[config.mk]
export PLATFORM = sky130hd
export DESIGN_NAME = ata_pio_command_sequencer_core
export DESIGN_NICKNAME = d
export VERILOG_FILES = /design/src/hw/rtl/ata_seq_pkg.sv /design/src/hw/rtl/ata_seq_fsm.sv /design/src/hw/rtl/ata_seq_fifo.sv /design/src/hw/rtl/ata_pio_command_sequencer_core.sv
export VERILOG_INCLUDE_DIRS = /design/src /design/src/hw/rtl
export SDC_FILE = /design/constraint.sdc
export NUM_CORES = 1
export LEC_CHECK = 0
export ABC_AREA = 0
export BUFFER_PORTS_ARGS = -buffer_cell sky130_fd_sc_hd__buf_4
export CORE_ASPECT_RATIO = 1.4
export CORE_MARGIN = 3
export CORE_UTILIZATION = 30
export DETAILED_ROUTE_END_ITERATION = 6
export PLACE_DENSITY = 0.49
export RECOVER_POWER = 100
export SYNTH_ARGS = -nofsm -noshare
export SYNTH_HDL_FRONTEND = slang
export SYNTH_HIERARCHICAL = 1
export SYNTH_SLANG_ARGS = --single-unit
[constraint.sdc]
create_clock -name clk -period 14.2 [get_ports clk]
set_input_delay 3.55 -clock clk [delete_from_list [all_inputs] [get_ports clk]]
set_output_delay 3.55 -clock clk [all_outputs]
set_load 0.05 [all_outputs]
[src/hw/rtl/ata_pio_command_sequencer_core_defines.svh]
`ifndef ATA_PIO_COMMAND_SEQUENCER_CORE_DEFINES_SVH
`define ATA_PIO_COMMAND_SEQUENCER_CORE_DEFINES_SVH

// Condition that must hold at every clock edge out of reset.
`define ATA_SEQ_ASSERT_ALWAYS(lbl, cond, msg) \
    lbl: assert property (@(posedge clk) disable iff (!rst_n) (cond)) \
        else $error(msg);

// Antecedent in a cycle implies the consequent in the same cycle.
`define ATA_SEQ_ASSERT_IMPLY(lbl, ante, cons, msg) \
    lbl: assert property (@(posedge clk) disable iff (!rst_n) (ante) |-> (cons)) \
        else $error(msg);

`endif

[src/hw/rtl/ata_seq_pkg.sv]
`timescale 1ns / 1ps

package ata_seq_pkg;

    // Data words moved per sector.
    localparam int SECTOR_WORDS = 256;
    localparam int WCNT_W       = $clog2(SECTOR_WORDS + 1);
    localparam int LBA_W        = 28;

    localparam logic [31:0] LBA_MAX   = 32'h0FFF_FFFF;
    localparam logic [16:0] COUNT_MAX = 17'(2 * SECTOR_WORDS);

    // Operation codes on the input stream.
    localparam logic [2:0] OP_READ     = 3'd0;
    localparam logic [2:0] OP_WRITE    = 3'd1;
    localparam logic [2:0] OP_FLUSH    = 3'd2;
    localparam logic [2:0] OP_IDENT    = 3'd3;
    localparam logic [2:0] OP_BUS_DONE = 3'd4;
    localparam logic [2:0] OP_PAYLOAD  = 3'd5;

    // Command kinds, same numbering as the low bits of the request codes.
    localparam logic [1:0] CK_READ  = 2'd0;
    localparam logic [1:0] CK_WRITE = 2'd1;
    localparam logic [1:0] CK_FLUSH = 2'd2;
    localparam logic [1:0] CK_IDENT = 2'd3;

    // Result kinds.
    localparam logic [2:0] KIND_BUS_WR      = 3'd0;
    localparam logic [2:0] KIND_BUS_RD      = 3'd1;
    localparam logic [2:0] KIND_SECTOR_WORD = 3'd2;
    localparam logic [2:0] KIND_IDENT_WORD  = 3'd3;
    localparam logic [2:0] KIND_DONE        = 3'd4;

    // Completion status.
    localparam logic [2:0] STS_OK        = 3'd0;
    localparam logic [2:0] STS_RANGE     = 3'd1;
    localparam logic [2:0] STS_COUNT     = 3'd2;
    localparam logic [2:0] STS_FLOATING  = 3'd3;
    localparam logic [2:0] STS_ZERO      = 3'd4;
    localparam logic [2:0] STS_DEV_ERROR = 3'd5;

    // Task-file register offsets from the I/O base.
    localparam logic [15:0] REG_DATA    = 16'h0000;
    localparam logic [15:0] REG_ERROR   = 16'h0001;
    localparam logic [15:0] REG_COUNT   = 16'h0002;
    localparam logic [15:0] REG_LBA_LO  = 16'h0003;
    localparam logic [15:0] REG_LBA_MID = 16'h0004;
    localparam logic [15:0] REG_LBA_HI  = 16'h0005;
    localparam logic [15:0] REG_DEVICE  = 16'h0006;
    localparam logic [15:0] REG_CMD_STS = 16'h0007;
    localparam logic [15:0] REG_CONTROL = 16'h0206;

    localparam logic [7:0] SEL_ID_MASTER  = 8'hA0;
    localparam logic [7:0] SEL_ID_SLAVE   = 8'hB0;
    localparam logic [7:0] SEL_LBA_MASTER = 8'hE0;
    localparam logic [7:0] SEL_LBA_SLAVE  = 8'hF0;
    localparam logic [7:0] CMD_IDENTIFY   = 8'hEC;
    localparam logic [7:0] CMD_READ       = 8'h20;
    localparam logic [7:0] CMD_WRITE      = 8'h30;
    localparam logic [7:0] CMD_FLUSH      = 8'hE7;
    localparam logic [7:0] STAT_FLOATING  = 8'hFF;
    localparam int         STAT_BSY_BIT   = 7;
    localparam int         STAT_ERR_BIT   = 0;

    // Result queue.
    localparam int FIFO_DEPTH = 4;
    localparam int FIFO_PTR_W = $clog2(FIFO_DEPTH);
    localparam int FIFO_LVL_W = $clog2(FIFO_DEPTH + 1);

    typedef struct packed {
        logic [2:0]  operation;
        logic [31:0] sector;
        logic [15:0] byte_count;
        logic [15:0] data_word;
    } item_t;

    typedef struct packed {
        logic [2:0]  kind;
        logic [15:0] bus_address;
        logic [15:0] write_value;
        logic [15:0] out_word;
        logic [2:0]  status_code;
        logic        last;
    } result_t;

    // Up to two results per item; first goes out before second.
    typedef struct packed {
        logic [1:0] count;
        result_t    first;
        result_t    second;
    } push_t;

    typedef struct packed {
        logic [FIFO_LVL_W-1:0] level;
        logic                  room;
    } fifo_stat_t;

endpackage

[src/hw/rtl/ata_seq_fsm.sv]
`timescale 1ns / 1ps

module ata_seq_fsm
    import ata_seq_pkg::*;
(
    input  logic        clk,
    input  logic        rst_n,
    input  logic        fire,
    input  item_t       item,
    input  logic        drive_is_master,
    input  logic [15:0] io_base,
    output push_t       push
);

    typedef enum logic [4:0] {
        PH_IDLE,
        PH_ID_SEL1,
        PH_ID_CTRL,
        PH_ID_SEL2,
        PH_ID_PROBE,
        PH_TF_DEV,
        PH_TF_ERR,
        PH_TF_CNT,
        PH_TF_LO,
        PH_TF_MID,
        PH_TF_HI,
        PH_TF_CMD,
        PH_ST_FIRST,
        PH_ST_POLL,
        PH_DATA_RD,
        PH_DATA_WR,
        PH_WAIT_PAY
    } phase_t;

    phase_t             phase_reg, phase_next;
    logic [1:0]         ck_reg, ck_next;
    logic [WCNT_W-1:0]  wd_reg, wd_next;
    logic [WCNT_W-1:0]  ww_reg, ww_next;
    logic               odd_reg, odd_next;
    logic [LBA_W-1:0]   lba_reg, lba_next;

    logic [WCNT_W-1:0]  wd_inc;
    logic [7:0]         st8;
    logic               do_issue;
    phase_t             issue_p;
    logic               do_finish;
    logic [2:0]         fin_st;
    logic               pay_word;
    logic [15:0]        pay_value;
    logic               has_word;
    result_t            word_res;
    logic               has_tail;
    result_t            tail_res;

    function automatic result_t finish_res(input logic [2:0] st);
        result_t r;
        r             = '0;
        r.kind        = KIND_DONE;
        r.status_code = st;
        r.last        = 1'b1;
        return r;
    endfunction

    // Bus access that belongs to phase p.
    function automatic result_t issue_res(input phase_t p, input logic [1:0] ck,
                                          input logic [LBA_W-1:0] lba,
                                          input logic master,
                                          input logic [15:0] base);
        result_t    r;
        logic [7:0] sel_id;
        logic [7:0] sel_lba;
        logic       rw;
        r       = '0;
        sel_id  = master ? SEL_ID_MASTER : SEL_ID_SLAVE;
        sel_lba = master ? SEL_LBA_MASTER : SEL_LBA_SLAVE;
        rw      = (ck == CK_READ) || (ck == CK_WRITE);
        r.kind  = KIND_BUS_WR;
        unique case (p)
            PH_ID_SEL1, PH_ID_SEL2:
            begin
                r.bus_address = base + REG_DEVICE;
                r.write_value = {8'h00, sel_id};
            end
            PH_ID_CTRL:
            begin
                r.bus_address = base + REG_CONTROL;
            end
            PH_ID_PROBE, PH_ST_FIRST, PH_ST_POLL:
            begin
                r.kind        = KIND_BUS_RD;
                r.bus_address = base + REG_CMD_STS;
            end
            PH_TF_DEV:
            begin
                r.bus_address = base + REG_DEVICE;
                if (ck == CK_IDENT)
                    r.write_value = {8'h00, sel_id};
                else if (rw)
                    r.write_value = {8'h00, sel_lba | {4'h0, lba[27:24]}};
                else
                    r.write_value = {8'h00, sel_lba};
            end
            PH_TF_ERR:
            begin
                r.bus_address = base + REG_ERROR;
            end
            PH_TF_CNT:
            begin
                r.bus_address = base + REG_COUNT;
                r.write_value = {15'h0000, rw};
            end
            PH_TF_LO:
            begin
                r.bus_address = base + REG_LBA_LO;
                r.write_value = rw ? {8'h00, lba[7:0]} : 16'h0000;
            end
            PH_TF_MID:
            begin
                r.bus_address = base + REG_LBA_MID;
                r.write_value = rw ? {8'h00, lba[15:8]} : 16'h0000;
            end
            PH_TF_HI:
            begin
                r.bus_address = base + REG_LBA_HI;
                r.write_value = rw ? {8'h00, lba[23:16]} : 16'h0000;
            end
            PH_TF_CMD:
            begin
                r.bus_address = base + REG_CMD_STS;
                unique case (ck)
                    CK_READ:  r.write_value = {8'h00, CMD_READ};
                    CK_WRITE: r.write_value = {8'h00, CMD_WRITE};
                    CK_FLUSH: r.write_value = {8'h00, CMD_FLUSH};
                    default:  r.write_value = {8'h00, CMD_IDENTIFY};
                endcase
            end
            PH_DATA_RD:
            begin
                r.kind        = KIND_BUS_RD;
                r.bus_address = base + REG_DATA;
            end
            default:
            begin
                // zero-padded data-port write
                r.bus_address = base + REG_DATA;
            end
        endcase
        return r;
    endfunction

    always_comb
    begin
        phase_next = phase_reg;
        ck_next    = ck_reg;
        wd_next    = wd_reg;
        ww_next    = ww_reg;
        odd_next   = odd_reg;
        lba_next   = lba_reg;
        wd_inc     = wd_reg + 1'b1;
        st8        = item.data_word[7:0];
        do_issue   = 1'b0;
        issue_p    = PH_IDLE;
        do_finish  = 1'b0;
        fin_st     = STS_OK;
        pay_word   = 1'b0;
        pay_value  = item.data_word;
        has_word   = 1'b0;
        word_res   = '0;
        has_tail   = 1'b0;
        tail_res   = '0;

        if (fire)
        begin
            if (item.operation <= OP_IDENT)
            begin
                // requests while a command runs are dropped
                if (phase_reg == PH_IDLE)
                begin
                    ck_next = item.operation[1:0];
                    if ((item.operation == OP_READ) || (item.operation == OP_WRITE))
                    begin
                        if (item.sector > LBA_MAX)
                        begin
                            do_finish = 1'b1;
                            fin_st    = STS_RANGE;
                        end
                        else if ({1'b0, item.byte_count} > COUNT_MAX)
                        begin
                            do_finish = 1'b1;
                            fin_st    = STS_COUNT;
                        end
                        else
                        begin
                            lba_next = item.sector[LBA_W-1:0];
                            ww_next  = WCNT_W'(({1'b0, item.byte_count} + 17'd1) >> 1);
                            odd_next = item.byte_count[0];
                            do_issue = 1'b1;
                            issue_p  = PH_TF_DEV;
                        end
                    end
                    else if (item.operation == OP_FLUSH)
                    begin
                        do_issue = 1'b1;
                        issue_p  = PH_TF_DEV;
                    end
                    else
                    begin
                        do_issue = 1'b1;
                        issue_p  = PH_ID_SEL1;
                    end
                end
            end
            else if (item.operation == OP_BUS_DONE)
            begin
                unique case (phase_reg)
                    PH_ID_SEL1:
                    begin
                        do_issue = 1'b1;
                        issue_p  = PH_ID_CTRL;
                    end
                    PH_ID_CTRL:
                    begin
                        do_issue = 1'b1;
                        issue_p  = PH_ID_SEL2;
                    end
                    PH_ID_SEL2:
                    begin
                        do_issue = 1'b1;
                        issue_p  = PH_ID_PROBE;
                    end
                    PH_ID_PROBE:
                    begin
                        if (st8 == STAT_FLOATING)
                        begin
                            do_finish = 1'b1;
                            fin_st    = STS_FLOATING;
                        end
                        else
                        begin
                            do_issue = 1'b1;
                            issue_p  = PH_TF_DEV;
                        end
                    end
                    PH_TF_DEV:
                    begin
                        do_issue = 1'b1;
                        if (ck_reg == CK_FLUSH)
                            issue_p = PH_TF_CMD;
                        else if (ck_reg == CK_IDENT)
                            issue_p = PH_TF_CNT;
                        else
                            issue_p = PH_TF_ERR;
                    end
                    PH_TF_ERR:
                    begin
                        do_issue = 1'b1;
                        issue_p  = PH_TF_CNT;
                    end
                    PH_TF_CNT:
                    begin
                        do_issue = 1'b1;
                        issue_p  = PH_TF_LO;
                    end
                    PH_TF_LO:
                    begin
                        do_issue = 1'b1;
                        issue_p  = PH_TF_MID;
                    end
                    PH_TF_MID:
                    begin
                        do_issue = 1'b1;
                        issue_p  = PH_TF_HI;
                    end
                    PH_TF_HI:
                    begin
                        do_issue = 1'b1;
                        issue_p  = PH_TF_CMD;
                    end
                    PH_TF_CMD:
                    begin
                        do_issue = 1'b1;
                        issue_p  = PH_ST_FIRST;
                    end
                    PH_ST_FIRST, PH_ST_POLL:
                    begin
                        // only the first status read checks for an all-zero status
                        if ((phase_reg == PH_ST_FIRST) && (st8 == 8'h00))
                        begin
                            do_finish = 1'b1;
                            fin_st    = STS_ZERO;
                        end
                        else if (st8[STAT_BSY_BIT] && !st8[STAT_ERR_BIT])
                        begin
                            do_issue = 1'b1;
                            issue_p  = PH_ST_POLL;
                        end
                        else if (st8[STAT_ERR_BIT])
                        begin
                            do_finish = 1'b1;
                            fin_st    = STS_DEV_ERROR;
                        end
                        else
                        begin
                            wd_next = '0;
                            if (ck_reg == CK_FLUSH)
                            begin
                                do_finish = 1'b1;
                                fin_st    = STS_OK;
                            end
                            else if (ck_reg == CK_WRITE)
                            begin
                                if (ww_reg != '0)
                                    phase_next = PH_WAIT_PAY;
                                else
                                begin
                                    do_issue = 1'b1;
                                    issue_p  = PH_DATA_WR;
                                end
                            end
                            else
                            begin
                                do_issue = 1'b1;
                                issue_p  = PH_DATA_RD;
                            end
                        end
                    end
                    PH_DATA_RD:
                    begin
                        word_res.out_word = item.data_word;
                        if (ck_reg == CK_IDENT)
                        begin
                            has_word      = 1'b1;
                            word_res.kind = KIND_IDENT_WORD;
                        end
                        else if (wd_reg < ww_reg)
                        begin
                            has_word      = 1'b1;
                            word_res.kind = KIND_SECTOR_WORD;
                        end
                        wd_next = wd_inc;
                        if (wd_inc >= WCNT_W'(SECTOR_WORDS))
                        begin
                            do_finish = 1'b1;
                            fin_st    = STS_OK;
                        end
                        else
                        begin
                            do_issue = 1'b1;
                            issue_p  = PH_DATA_RD;
                        end
                    end
                    PH_DATA_WR:
                    begin
                        wd_next = wd_inc;
                        if (wd_inc >= WCNT_W'(SECTOR_WORDS))
                        begin
                            do_finish = 1'b1;
                            fin_st    = STS_OK;
                        end
                        else if (wd_inc < ww_reg)
                            phase_next = PH_WAIT_PAY;
                        else
                        begin
                            do_issue = 1'b1;
                            issue_p  = PH_DATA_WR;
                        end
                    end
                    default:
                    begin
                        // nothing outstanding: drop
                    end
                endcase
            end
            else if ((item.operation == OP_PAYLOAD) && (phase_reg == PH_WAIT_PAY))
            begin
                // mask the odd tail to its low byte
                if (odd_reg && (wd_inc == ww_reg))
                    pay_value = {8'h00, item.data_word[7:0]};
                pay_word = 1'b1;
                do_issue = 1'b1;
                issue_p  = PH_DATA_WR;
            end
        end

        if (do_issue)
        begin
            has_tail   = 1'b1;
            tail_res   = issue_res(issue_p, ck_next, lba_next, drive_is_master, io_base);
            if (pay_word)
                tail_res.write_value = pay_value;
            phase_next = issue_p;
        end
        else if (do_finish)
        begin
            has_tail   = 1'b1;
            tail_res   = finish_res(fin_st);
            phase_next = PH_IDLE;
        end

        push.count  = {1'b0, has_word} + {1'b0, has_tail};
        push.first  = has_word ? word_res : tail_res;
        push.second = tail_res;
    end

    always_ff @(posedge clk or negedge rst_n)
    begin
        if (!rst_n)
        begin
            phase_reg <= PH_IDLE;
            ck_reg    <= '0;
            wd_reg    <= '0;
            ww_reg    <= '0;
            odd_reg   <= 1'b0;
            lba_reg   <= '0;
        end
        else
        begin
            phase_reg <= phase_next;
            ck_reg    <= ck_next;
            wd_reg    <= wd_next;
            ww_reg    <= ww_next;
            odd_reg   <= odd_next;
            lba_reg   <= lba_next;
        end
    end

endmodule

[src/hw/rtl/ata_seq_fifo.sv]
`timescale 1ns / 1ps

module ata_seq_fifo
    import ata_seq_pkg::*;
(
    input  logic       clk,
    input  logic       rst_n,
    input  push_t      push,
    input  logic       out_ready,
    output logic       out_valid,
    output result_t    head,
    output fifo_stat_t stat
);

    result_t               entry_reg [FIFO_DEPTH];
    logic [FIFO_PTR_W-1:0] wr_ptr_reg, wr_ptr_next;
    logic [FIFO_PTR_W-1:0] rd_ptr_reg, rd_ptr_next;
    logic [FIFO_LVL_W-1:0] level_reg, level_next;
    logic [FIFO_PTR_W-1:0] wr_ptr_plus1;
    logic                  pop;

    assign out_valid    = (level_reg != '0);
    assign pop          = out_valid && out_ready;
    assign head         = entry_reg[rd_ptr_reg];
    assign wr_ptr_plus1 = wr_ptr_reg + 1'b1;
    assign wr_ptr_next  = wr_ptr_reg + FIFO_PTR_W'(push.count);
    assign rd_ptr_next  = rd_ptr_reg + FIFO_PTR_W'(pop);
    assign level_next   = level_reg + FIFO_LVL_W'(push.count) - FIFO_LVL_W'(pop);

    // room for a worst-case item of two results
    assign stat.level = level_reg;
    assign stat.room  = (level_reg <= FIFO_LVL_W'(FIFO_DEPTH - 2));

    always_ff @(posedge clk)
    begin
        if (push.count != 2'd0)
            entry_reg[wr_ptr_reg] <= push.first;
        if (push.count == 2'd2)
            entry_reg[wr_ptr_plus1] <= push.second;
    end

    always_ff @(posedge clk or negedge rst_n)
    begin
        if (!rst_n)
        begin
            wr_ptr_reg <= '0;
            rd_ptr_reg <= '0;
            level_reg  <= '0;
        end
        else
        begin
            wr_ptr_reg <= wr_ptr_next;
            rd_ptr_reg <= rd_ptr_next;
            level_reg  <= level_next;
        end
    end

endmodule

[src/hw/rtl/ata_pio_command_sequencer_core.sv]
`timescale 1ns / 1ps
// Channel   Direction  Handshake          Payload
// s_*       in         s_tvalid/s_tready  request, bus_done or payload word
// m_*       out        m_tvalid/m_tready  bus access, data word or done
// cfg_*     in         cfg_valid/cfg_ready register index and write data
//
// One input item is taken per cycle while the result queue has room for two results.
// An item waits in the input register until the queue has room; its results enter
// the queue at the next edge and leave one per cycle while m_tready is high; a data
// read gives up to two results, other items at most one. Reset is immediate: no
// clearing pass. A stall on m_* holds the input and s_tready once 3 of 4 entries fill.

`include "ata_pio_command_sequencer_core_defines.svh"

module ata_pio_command_sequencer_core
    import ata_seq_pkg::*;
(
    input  logic        clk,
    input  logic        rst_n,
    input  logic        s_tvalid,
    output logic        s_tready,
    input  logic [63:0] s_tdata,   // sector[31:0], byte_count[47:32], data_word[63:48]
    input  logic [2:0]  s_tuser,   // operation[2:0]
    output logic        m_tvalid,
    input  logic        m_tready,
    output logic [55:0] m_tdata,   // bus_address[15:0], write_value[31:16],
                                   // out_word[47:32], status_code[50:48], zero[55:51]
    output logic [2:0]  m_tuser,   // kind[2:0]
    output logic        m_tlast,
    input  logic        cfg_valid,
    output logic        cfg_ready,
    input  logic        cfg_index,
    input  logic [15:0] cfg_data
);

    localparam logic CFG_DRIVE   = 1'b0;
    localparam logic CFG_IO_BASE = 1'b1;

    logic        in_valid_reg, in_valid_next;
    item_t       in_item_reg;
    logic        drive_is_master_reg, drive_is_master_next;
    logic [15:0] io_base_reg, io_base_next;
    logic        fire;
    logic        s_xfer;
    push_t       push;
    fifo_stat_t  fifo_stat;
    result_t     head;

    assign fire      = in_valid_reg && fifo_stat.room;
    assign s_tready  = !in_valid_reg || fire;
    assign s_xfer    = s_tvalid && s_tready;
    assign cfg_ready = 1'b1;

    always_comb
    begin
        in_valid_next        = in_valid_reg;
        drive_is_master_next = drive_is_master_reg;
        io_base_next         = io_base_reg;
        if (s_xfer)
            in_valid_next = 1'b1;
        else if (fire)
            in_valid_next = 1'b0;
        if (cfg_valid && cfg_ready)
        begin
            unique case (cfg_index)
                CFG_DRIVE:   drive_is_master_next = cfg_data[0];
                CFG_IO_BASE: io_base_next         = cfg_data;
                default:     io_base_next         = io_base_reg;
            endcase
        end
    end

    always_ff @(posedge clk or negedge rst_n)
    begin
        if (!rst_n)
        begin
            in_valid_reg        <= 1'b0;
            drive_is_master_reg <= 1'b1;
            io_base_reg         <= 16'h01F0;
        end
        else
        begin
            in_valid_reg        <= in_valid_next;
            drive_is_master_reg <= drive_is_master_next;
            io_base_reg         <= io_base_next;
        end
    end

    // hold the item until the sequencer takes it
    always_ff @(posedge clk)
    begin
        if (s_xfer)
        begin
            in_item_reg.operation  <= s_tuser;
            in_item_reg.sector     <= s_tdata[31:0];
            in_item_reg.byte_count <= s_tdata[47:32];
            in_item_reg.data_word  <= s_tdata[63:48];
        end
    end

    ata_seq_fsm u_fsm (
        .clk             (clk),
        .rst_n           (rst_n),
        .fire            (fire),
        .item            (in_item_reg),
        .drive_is_master (drive_is_master_reg),
        .io_base         (io_base_reg),
        .push            (push)
    );

    ata_seq_fifo u_fifo (
        .clk       (clk),
        .rst_n     (rst_n),
        .push      (push),
        .out_ready (m_tready),
        .out_valid (m_tvalid),
        .head      (head),
        .stat      (fifo_stat)
    );

    assign m_tdata = {5'b00000, head.status_code, head.out_word,
                      head.write_value, head.bus_address};
    assign m_tuser = head.kind;
    assign m_tlast = head.last;

    `ATA_SEQ_ASSERT_ALWAYS(a_fifo_level, fifo_stat.level <= FIFO_LVL_W'(FIFO_DEPTH), "result queue overflow")
    `ATA_SEQ_ASSERT_IMPLY(a_push_on_fire, push.count != 2'd0, fire, "results without a taken item")
    `ATA_SEQ_ASSERT_IMPLY(a_pair_is_word, push.count == 2'd2, (push.first.kind == KIND_SECTOR_WORD) || (push.first.kind == KIND_IDENT_WORD), "two results not led by a data word")
    `ATA_SEQ_ASSERT_IMPLY(a_stall_cause, !s_tready, in_valid_reg && !fifo_stat.room, "input stalled without a full queue")

endmodule

After elaboration in Yosys (flattened, before gate mapping)
Memory sizes are Yosys's and may differ from the RTL's. Index checks and enable logic that the tools add are counted.

Bitwise operators: 5. Reductions and logical operators: 36. Muxes and demuxes: 141. Equal/unequal tests: 55. Magnitude comparators: 7. $add $sub $neg: 16.

Operators by type and width (count): $mux W28 (6); $mux W55 (3); $mux W16 (10); $mux W5 (27); $pmux W16 S8 (1); $pmux W16 S7 (1); $eq A5 B4 Y1 const B (15); $pmux W5 S14 (1); $add A16 B3 Y16 const B (4); $mux W3 (17); $mux W1 (50); $eq A5 B3 Y1 const B (8); $mux W8 (5); $add A16 B2 Y16 const B (2); $gt A32 B28 Y1 const B (1); $mux W9 (3); $pmux W8 S3 (1); $eq A5 B2 Y1 const B (4); $mux W4 (5); $ne A4 B2 Y1 const B (5); $lt A9 B9 Y1 (2); $pmux W9 S2 (1); $add A16 B1 Y16 const B (1); $add A16 B10 Y16 const B (1); other kinds (49) (86).

Memories kept: 1. Flip-flop bits (word level): 146. Memory bits (writable): 220. Output and inout bits: 63. Logic and storage cells: 277.

Memories: u_fifo.entry_reg (words 4, width 55, rd ports 1, clocked after memory_dff 0, wr ports 2, line ata_seq_fifo.sv:15) `result_t entry_reg [FIFO_DEPTH];`.

Longest topological paths before layout
Gate-level depths: netlist of run 1.

Depth in word-level cells: 17. Gate-level depth with buffers: 27. Gate-level depth less buffers: 26.

Cells and area by module
The synthesis of run 1 kept the hierarchy.

By module, submodules not included: ata_seq_fifo (times used 1, area each 11474.8 µm², seq. area each 6781.5 µm², cells an instance 572); ata_seq_fsm (times used 1, area each 5891.9 µm², seq. area each 1351.3 µm², cells an instance 729); ata_pio_command_sequencer_core (times used 1, area each 2813.9 µm², seq. area each 2469.9 µm², cells an instance 117).

Least setup slack after synthesis of run 1
No wires, ideal clock.

Path type: register -> register. Start: register u_fsm.wd_reg[0]. End: memory u_fifo/entry_reg[0][0] in the netlist's numbering (enable). Stages on the path, launching flop included: 17. Setup slack: 6184 ps. Clock period less this slack: 8016 ps. Arrival time: 7472 ps. Library setup time: 544 ps. Cells stage by stage: dfrtp_1 ha_1 nand4_1 nor3_1 nor2_1 inv_1 ha_1 o21a_1 a211oi_1 o211ai_1 a211oi_4 a21o_1 buf_2 nand2_1 ha_1 o21bai_1 o21ai_0.

RTL lines: start, declared (line ata_seq_fsm.sv:37) `logic [WCNT_W-1:0] wd_reg, wd_next;`; start signal, assigned (line ata_seq_fsm.sv:420) `wd_reg <= wd_next;`; end, declared (line ata_seq_fifo.sv:15).

==> reports/qor.yml, run 1 <==
cts:
  clock_path_buffers: 3
  cts_buffers: 42
  clockRootBuffer: "clkbuf_16"
  cts.clk_slew.worst_paths_ps: 70
  cts_resized: 0
  cts_tree: "built"
  hold_buffers: 0
  cts-htree-levels: 2
  numClockSinks: 366
  clk-insertion-delay-late_ps: 600
  post-cts-setup-buffers: 0
power:
  power.density_nw_per_um2: 153.6
  power.share.sequential: 0.414
  intPower_w: 0.002152
  clkPwrFrac: 0.294
  p_leak_nw: 8.174
  p_sw_w: 0.001288
  swShare: 0.3744
  pwr-share-comb: 0.292
  worst_ir_drop_vdd_uv: 99.05
layout:
  n_antenna_cell: 0
  drive_above_1_share: 0.2483
  largest_reg_flops: 220
  fillers: 6551
  final_nets: 1668
  final_common_cell: "edfxtp_1"
  layout_common_cells: "edfxtp_1, mux2_2, mux2_1"
  regArea_sq_um: 10600
  area_delta_synth_final_pct: 10.97
  multiInputGateArea_sq_um: 8388
synth:
  synth-async-reset-ratio: 0.2158
  netlist_instances: 1418
  ys_ff_latch: 366
  synth-main-ff-cell: "edfxtp_1"
  synthesis.area_sq_um: 20180
  ys_warn_count: 6
  synth_edf_count: 287
  yosysUniqueCellTypes: 102
  ys_seq_area_frac: 0.5254
  syn_avg_cell_area_sq_um: 14.23
detailed_routing:
  drt_wl_total_um: 55660
  detail_route.iter0.violations: 712
  viasPerCell: 5.091
  first_pass_iters: 5
  final_antenna_net_count: 0
  drc: 0
  wl_per_cell_um: 22.98
  vias: 12330
worst_setup_path:
  cp_cell_sequence: "ha_1, nand4_1, o21a_1, nor2_1, inv_1, ha_1, o21a_1, a211oi_1, o211ai_1, a211oi_1, a21o_1, clkbuf_1, nand2_1, ha_1, nand4b_1, clkbuf_1, o21ai_4, buf_4"
  crit_arrival_ps: 9790
  crit_path_max_fanout: 56
  crit_required_ps: 14390
  reg2reg_to: "u_fifo/entry_reg[0][45]"
  path_delay_family: "buffers and inverters"
  criticalPathCategory: "reg -> reg"
  reg2reg_slack_ps: 4600
  slowest_delay_ps: 3110
  cpMostUsedCell: "ha_1"
  rr_worst_depth: 18
  startpoint_type: "flip-flop"
  r2r_start: "u_fsm/wd_reg[0]"
  cpMaxStageDelayCell: "clkbuf_1"
  critPathBufInv: 4
  crit_start: "u_fsm/wd_reg[0]"
  end_kind: "flip-flop"
global_route:
  gr-total-overflow: 0
  grtUsageTotal: 0.1575
  antenna_found_initial: 0
  grt_pass1_wl_um: 83980
  grt_pass1_vias: 13200
  grt_max_degree: 62
timing:
  rsz0062_at_grt: "false"
  relSlewSlack: -1.939
  worstMarginPinSlew_ps: 4409
  setup_viol: 0
  drv_slew: 487
  hold_violations: 0
  finalCriticalPeriod_ps: 9598
  fin_crit_sh: 0.6759
  fmax_mhz: 104.2
  holdWs_ps: 488.2
  tns_ps: 0
  finalClockSkew_ps: 38.96
place:
  dpl.hpwl_um: 36770
  io_buffers: 145
  gp_congestion: 0.8702
worst_hold_path:
  hold_path.class: "reg -> reg"
  min_from: "u_fsm/lba_reg[27]"
  hold_end: "u_fsm/lba_reg[27]"
  min_delay_path_depth: 1
outcome:
  outcome: "complete, but fails checks"
  violations: "capacitance limit, slew limit"
die:
  fp.dieH_um: 312.9
  start_util: 0.3053
  core_area_sq_um: 66110
  dieArea_sq_um: 70460
  rows: 111
  die_x_um: 225.2
  io_pins: 152
job:
  max_cap_violations: 11
-- worst max path at each step --
stage	cells after the start	slack (ps)	to
floorplan	16	6180	u_fifo/entry_reg[0][0]
global route	18	4050	u_fifo/entry_reg[0][3]
detailed placement	24	7940	u_fifo/entry_reg[1][51]
finish	18	4600	u_fifo/entry_reg[0][45]
CTS	3	7530	m_tdata[23]
global placement	24	8020	u_fifo/entry_reg[0][51]
-- stage by stage --
| stage | setup WS [ps] | cells | utilization | cell area (sq um) | power, W |
|---|---|---|---|---|---|
| floorplan | 6184 | 1438 | - | 20260 | 0.002180 |
| global placement | 8024 | 2349 | 0.3306 | 21860 | 0.002549 |
| detailed placement | 7944 | 2349 | 0.3306 | 21860 | 0.002551 |
| CTS | 7525 | 2422 | 0.3500 | 23140 | 0.003585 |
| global route | 4045 | 2422 | 0.3387 | 22390 | 0.003607 |
| finish | 4602 | 2422 | 0.3387 | 22390 | 0.003440 |
-- synthesized netlist by cell type, types with 30 or more instances --
master / n / area [sq um]
edfxtp_1: 287 / 8618
o21ai_0: 32 / 160.2
nand2_1: 70 / 262.8
mux4_2: 55 / 1239
and2_1: 40 / 250.2
nor2_1: 88 / 330.3
dfrtp_1: 73 / 1827
a21oi_1: 31 / 155.2
inv_1: 31 / 116.4
mux2_4: 99 / 1486
mux2_2: 167 / 1881
buf_4: 30 / 225.2
ha_1: 30 / 375.4
-- power groups by stage --
stage,clock (W),combinational (W),sequential [W]
after floorplan,0,0.000838,0.00134
after global placement,0,0.00110,0.00144
after detailed placement,0,0.00110,0.00145
after CTS,0.00105,0.00111,0.00143
after global routing,0.00109,0.00107,0.00144
final,0.00101,0.00100,0.00142
-- cells by family (layout without fill, tap and decap cells) --
group / Yosys count / count (layout) / synth area share
AOI/OAI and AO/OA: 190 / 190 / 0.07186
xor gates and xnor gates: 39 / 39 / 0.01693
adders and majority gates: 33 / 33 / 0.02158
buffers and inverters: 132 / 269 / 0.04390
DFF: 366 / 366 / 0.5254
muxes: 326 / 326 / 0.2308
other: 3 / 23 / 0.0005580
and+or+nand+nor: 329 / 329 / 0.08903
-- per-layer routing --
| metal | up-vias | share of wire | routed length (um) | GRT usage |
|---|---|---|---|---|
| met1 | 6260 | 0.41 | 22910 | 0.1879 |
| met5 | - | 0 | 0 | 0 |
| li1 | 5678 | - | - | - |
| met3 | 86 | 0.039 | 2161 | 0.02333 |
| met4 | 0 | 0.030 | 1671 | 0.05218 |
| met2 | 306 | 0.52 | 28910 | 0.2885 |
-- worst reg2reg max path, cell delays in order, from the launching register on --
cell      delay (ps)
dfrtp_1          450
ha_1             330
nand4_1          150
o21a_1           230
nor2_1           260
inv_1             80
ha_1             290
o21a_1           120
a211oi_1         240
o211ai_1         250
a211oi_1         700
a21o_1           200
clkbuf_1        1200
nand2_1          300
ha_1             570
nand4b_1         160
clkbuf_1        3110
o21ai_4            0
buf_4            570
-- layout make-up --
cell class	count	share of cell area
timing repair buffer	165	0.04224
tap	847	0.04732
clock inverter	19	0.006872
sequential	366	0.4735
multi-input combinational	940	0.3746
clock buffer	54	0.05028
inverter	31	0.005196
(Power assumes the default switching activity.)
==> run 2: changes to the inputs <==
--- a/config.mk
+++ b/config.mk
@@ -12,7 +12,7 @@
 export CORE_MARGIN = 3
 export CORE_UTILIZATION = 30
 export DETAILED_ROUTE_END_ITERATION = 6
-export PLACE_DENSITY = 0.49
+export PLACE_DENSITY = 0.5
 export RECOVER_POWER = 100
 export SYNTH_ARGS = -nofsm -noshare
 export SYNTH_HDL_FRONTEND = slang
==> constraint.sdc (replaced) <==
create_clock -name clk -period 7.8 [get_ports clk]
set_input_delay 1.95 -clock clk [delete_from_list [all_inputs] [get_ports clk]]
set_output_delay 1.95 -clock clk [all_outputs]
set_load 0.05 [all_outputs]
==> run 2 against run 1 <==
The flow still finishes with violations (capacitance limit, slew limit). Cell count grew 0.54%. Clock power grew 91%. Via count grew 0.77%. Non-clock buffer count grew 8. Global-route usage shrank 0.23 points. Power grew 87%. Die area is the same. First-iteration DRC count grew 6.2%. Final area grew 1.0%. Critical path depth shrank 15. Wire length grew 0.21%. Critical path type is now reg -> out. Combinational power grew 92%.
==> reports/qor.yml, run 2 (synthesis results as in run 1) <==
timing:
  setup_viol: 0
  fmax_mhz: 142.0
  finalClockSkew_ps: 29.45
  drv_slew: 433
  relSlewSlack: -1.698
  fin_crit_sh: 0.9028
  rsz0062_at_grt: "false"
  hold_violations: 0
  finalCriticalPeriod_ps: 7042
  worstMarginPinSlew_ps: 4047
  tns_ps: 0
worst_setup_path:
  cpMostUsedCell: "clkbuf_1"
  reg2reg_to: "u_fifo/entry_reg[0][22]"
  end_kind: "output pin"
  critPathBufInv: 2
  path_delay_family: "buffers and inverters"
  slowest_delay_ps: 2840
  cpMaxStageDelayCell: "clkbuf_1"
  crit_arrival_ps: 5090
  crit_start: "u_fifo/rd_ptr_reg[1]"
  reg2reg_slack_ps: 940
  criticalPathCategory: "reg -> out"
  crit_required_ps: 5850
  crit_path_max_fanout: 54
  crit_path_end: "m_tdata[43]"
  startpoint_type: "flip-flop"
  r2r_start: "u_fsm/wd_reg[0]"
  crit_cells: 3
  rr_worst_depth: 17
  cp_cell_sequence: "clkbuf_1, mux4_2, clkbuf_1"
detailed_routing:
  top_layer: "met5"
  viasPerCell: 5.103
  met2_length_um: 28720
  vias: 12430
  first_pass_iters: 5
  final_antenna_net_count: 0
  drt_wl_total_um: 55780
  wl_met1_um: 22970
  detail_route.iter0.violations: 756
  wl_per_cell_um: 22.91
  drc: 0
  wl_met3_um: 2523
global_route:
  gr-total-overflow: 0
  grt_pass1_wl_um: 82850
  grt_max_degree: 62
  antenna_found_initial: 2
  grtUsageTotal: 0.1551
  grt_pass1_vias: 12910
cts:
  cts_resized: 0
  cts_tree: "built"
  cts-htree-levels: 2
  clock_path_buffers: 3
  cts.clk_slew.worst_paths_ps: 60
  cts_buffers: 43
  clk-insertion-delay-late_ps: 580
  post-cts-setup-buffers: 0
  clockRootBuffer: "clkbuf_16"
  numClockSinks: 366
  hold_buffers: 0
die:
  rows: 111
  dieArea_sq_um: 70460
  fp.dieH_um: 312.9
  core_area_sq_um: 66110
  io_pins: 152
  start_util: 0.3053
  die_x_um: 225.2
outcome:
  outcome: "complete, but fails checks"
  violations: "capacitance limit, slew limit"
layout:
  layout_common_cells: "edfxtp_1, mux2_2, mux2_1"
  final_common_cell: "edfxtp_1"
  largest_reg_flops: 220
  area_delta_synth_final_pct: 12.12
  n_antenna_cell: 0
  final_nets: 1677
  drive_above_1_share: 0.2758
power:
  p_total_w: 0.006438
  p_leak_nw: 8.313
  worst_ir_drop_vdd_uv: 202.4
  power.density_nw_per_um2: 284.6
worst_hold_path:
  hold_path.class: "reg -> reg"
place:
  gp_congestion: 0.8741
  io_buffers: 145
  dpl.hpwl_um: 37340
job:
  max_cap_violations: 12
==> run 2: changes by cell type in the layout (fill, tap and decap cells not counted), sizes merged <==
| cell | previous run | this run |
|---|---|---|
| clkinvlp | 2 | 4 |
| inv | 31 | 33 |
| bufinv | 0 | 2 |
| buf | 27 | 55 |
| clkbuf | 192 | 171 |
==> run 2: worst min path at each step <==
stage,startpoint,end,slack (ps),cells after the start
after floorplan,u_fsm/lba_reg[10],u_fsm/lba_reg[10],460,1
final,u_fsm/lba_reg[21],u_fsm/lba_reg[21],490,1
after global placement,u_fsm/lba_reg[10],u_fsm/lba_reg[10],470,1
after CTS,u_fsm/lba_reg[10],u_fsm/lba_reg[10],500,1
after global routing,u_fsm/lba_reg[6],u_fsm/lba_reg[6],510,1
after detailed placement,u_fsm/lba_reg[10],u_fsm/lba_reg[10],480,1
==> run 2: cell type report <==
| class | count | area, sq um |
|---|---|---|
| Timing Repair Buffer | 173 | 1104 |
| Clock inverter | 25 | 225.2 |
| Multi-Input combinational cell | 940 | 8401 |
| Sequential cell | 366 | 10610 |
| Clock buffer | 53 | 1114 |
| Fill cell | 6594 | 43480 |
| Tap cell | 847 | 1060 |
| Inverter | 31 | 116.4 |
==> run 2: layer usage <==
metal  track usage  vias to the layer above
met2        0.2801                      327
met3       0.02567                       87
met4       0.04683                        2
li1              -                     5682
met5             0                        -
met1        0.1889                     6327
==> run 2: per-stage QoR <==
step / setup WS, ps / cells / util / area [sq um] / hold WS [ps]
after floorplan: 1155 / 1438 / - / 20260 / 455.3
after global placement: 1563 / 2357 / 0.3319 / 21940 / 472.1
after detailed placement: 1504 / 2357 / 0.3319 / 21940 / 480.9
after CTS: 1467 / 2435 / 0.3522 / 23280 / 495.5
after global routing: 436.5 / 2435 / 0.3423 / 22630 / 508.7
final: 758.1 / 2435 / 0.3423 / 22630 / 485.6
==> run 2: where the power goes <==
group          total, W  switching, W  internal (W)
clock           0.00193      0.000841       0.00109
combinational   0.00192       0.00127      0.000650
sequential      0.00258      0.000248       0.00233
==> run 2: worst register-to-register path, stage by stage (launching register included) <==
cell and delay [ps]:
dfrtp_1 440, ha_1 320, nand4_1 150, o21a_1 230
nor2_1 250, inv_1 70, ha_1 300, nand4_1 140
or3_1 400, o211ai_1 170, a2111oi_0 180, nor2_1 1190
clkbuf_1 530, nand2_1 320, nor4_2 920, a22oi_1 290
a311oi_1 560, mux2_2 260
==> run 3: changes to the inputs <==
--- a/config.mk
+++ b/config.mk
@@ -11,6 +11,7 @@
 export CORE_ASPECT_RATIO = 1.4
 export CORE_MARGIN = 3
 export CORE_UTILIZATION = 30
+export CTS_BUF_LIST = sky130_fd_sc_hd__clkbuf_4
 export DETAILED_ROUTE_END_ITERATION = 6
 export PLACE_DENSITY = 0.5
 export RECOVER_POWER = 100
==> run 3 against run 2 <==
The flow still finishes with violations (capacitance limit, slew limit). Fmax is 2.5% higher. Via count increased by 3.7%. Combinational power is 4% lower. Count of clock-buffer cells in the layout grew 92. Critical path depth rose by 14. Final area down 0.68%. Hold slack improved by 3.7 ps.
==> reports/qor.yml, run 3 (synthesis results as in run 1) <==
worst_setup_path:
  slowest_delay_ps: 1190
  crit_path_max_fanout: 18
  path_delay_family: "simple AND/OR/NAND/NOR gates"
  end_kind: "flip-flop"
  criticalPathCategory: "reg -> reg"
  cpMaxStageDelayCell: "nor2_1"
  cp_cell_sequence: "ha_1, nand4_1, o21a_1, nor2_1, inv_1, ha_1, nand4_1, or3_1, o211ai_1, a2111oi_0, nor2_1, clkbuf_1, nand2_1, nor4_2, a22oi_1, a311oi_1, mux2_2"
  crit_required_ps: 8500
  startpoint_type: "flip-flop"
  critPathBufInv: 2
  crit_arrival_ps: 7570
timing:
  rsz0062_at_grt: "false"
  fin_crit_sh: 0.8805
  finalCriticalPeriod_ps: 6868
  drv_slew: 406
  tns_ps: 0
  worstMarginPinSlew_ps: 3859
  finalClockSkew_ps: 94.15
  hold_violations: 0
  setup_viol: 0
  fmax_mhz: 145.6
  relSlewSlack: -1.573
  setup_ws_ps: 932.3
global_route:
  grt_max_degree: 62
  grt_pass1_vias: 13530
  antenna_found_initial: 5
  grt_pass1_wl_um: 83990
  grtUsageTotal: 0.1583
  gr-total-overflow: 0
cts:
  cts_tree: "built"
  cts-htree-levels: 3
  hold_buffers: 0
  clock_path_buffers: 3
  cts_resized: 0
  cts_buffers: 99
  numClockSinks: 366
  post-cts-setup-buffers: 0
  clk-insertion-delay-late_ps: 870
  cts.clk_slew.worst_paths_ps: 70
  clockRootBuffer: "clkbuf_4"
die:
  rows: 111
  dieArea_sq_um: 70460
  core_area_sq_um: 66110
  die_x_um: 225.2
  io_pins: 152
  start_util: 0.3053
  fp.dieH_um: 312.9
layout:
  layout_common_cells: "edfxtp_1, clkbuf_4, mux2_2"
  final_common_cell: "edfxtp_1"
  largest_reg_flops: 220
  drive_above_1_share: 0.3015
  area_delta_synth_final_pct: 11.36
  final_nets: 1733
detailed_routing:
  viasPerCell: 5.074
  drt_wl_total_um: 56550
  final_antenna_net_count: 0
  drc: 0
  wl_per_cell_um: 22.27
  vias: 12880
  first_pass_iters: 5
  detail_route.iter0.violations: 794
outcome:
  outcome: "complete, but fails checks"
  violations: "capacitance limit, slew limit"
power:
  worst_ir_drop_vdd_uv: 228.5
  power.density_nw_per_um2: 275.1
  p_leak_nw: 8.353
job:
  max_cap_violations: 11
place:
  gp_congestion: 0.8741
  dpl_worst_slack_ps: 1504
  io_buffers: 145
  dpl.hpwl_um: 37340
worst_hold_path:
  hold_path.class: "reg -> reg"
## run 3: layout make-up
type / count / area (sq um)
diodes: 4 / 10.01
fillers: 6690 / 43640
clock inverters: 33 / 196.4
inverters: 31 / 116.4
well taps: 847 / 1060
clock buffers: 145 / 1089
repair buffers: 173 / 1001
multi-input cells: 940 / 8393
flip-flops and latches: 366 / 10610
## run 3: final timing paths
path,start,to,slack (ps),depth (start not counted)
max,u_fsm/wd_reg[0],u_fifo/entry_reg[1][22],930,17
min,u_fsm/lba_reg[5],u_fsm/lba_reg[5],490,1
max reg2reg,u_fsm/wd_reg[0],u_fifo/entry_reg[1][22],930,17
min reg2reg,u_fsm/lba_reg[5],u_fsm/lba_reg[5],490,1
max in group asynchronous,rst_n,u_fifo/rd_ptr_reg[0],2090,2
min in group asynchronous,rst_n,u_fsm/wd_reg[7],1310,1
## run 3: report_power, final
part	switching, W	leakage [nW]	internal (W)
Sequential	0.000249	3.56	0.00233
Combinational	0.00128	4.02	0.000566
Clock	0.000840	0.766	0.000919
## run 3: metrics by stage
step	power [W]	utilization	std cells	instance area (sq um)	hold WS [ps]
CTS	0.006469	0.3514	2535	23230	496.0
finish	0.006182	0.3399	2539	22470	489.3
global placement	0.004653	0.3319	2357	21940	472.1
floorplan	0.003968	-	1438	20260	455.3
detailed placement	0.004655	0.3319	2357	21940	480.9
global route	0.006531	0.3399	2538	22470	509.7
## run 3: layer usage
layer,vias up,wire length [um],GRT usage
li1,5863,-,-
met1,6482,23090,0.1855
met2,409,28580,0.2817
met3,126,2934,0.03354
met4,2,1929,0.06244
met5,-,11,0
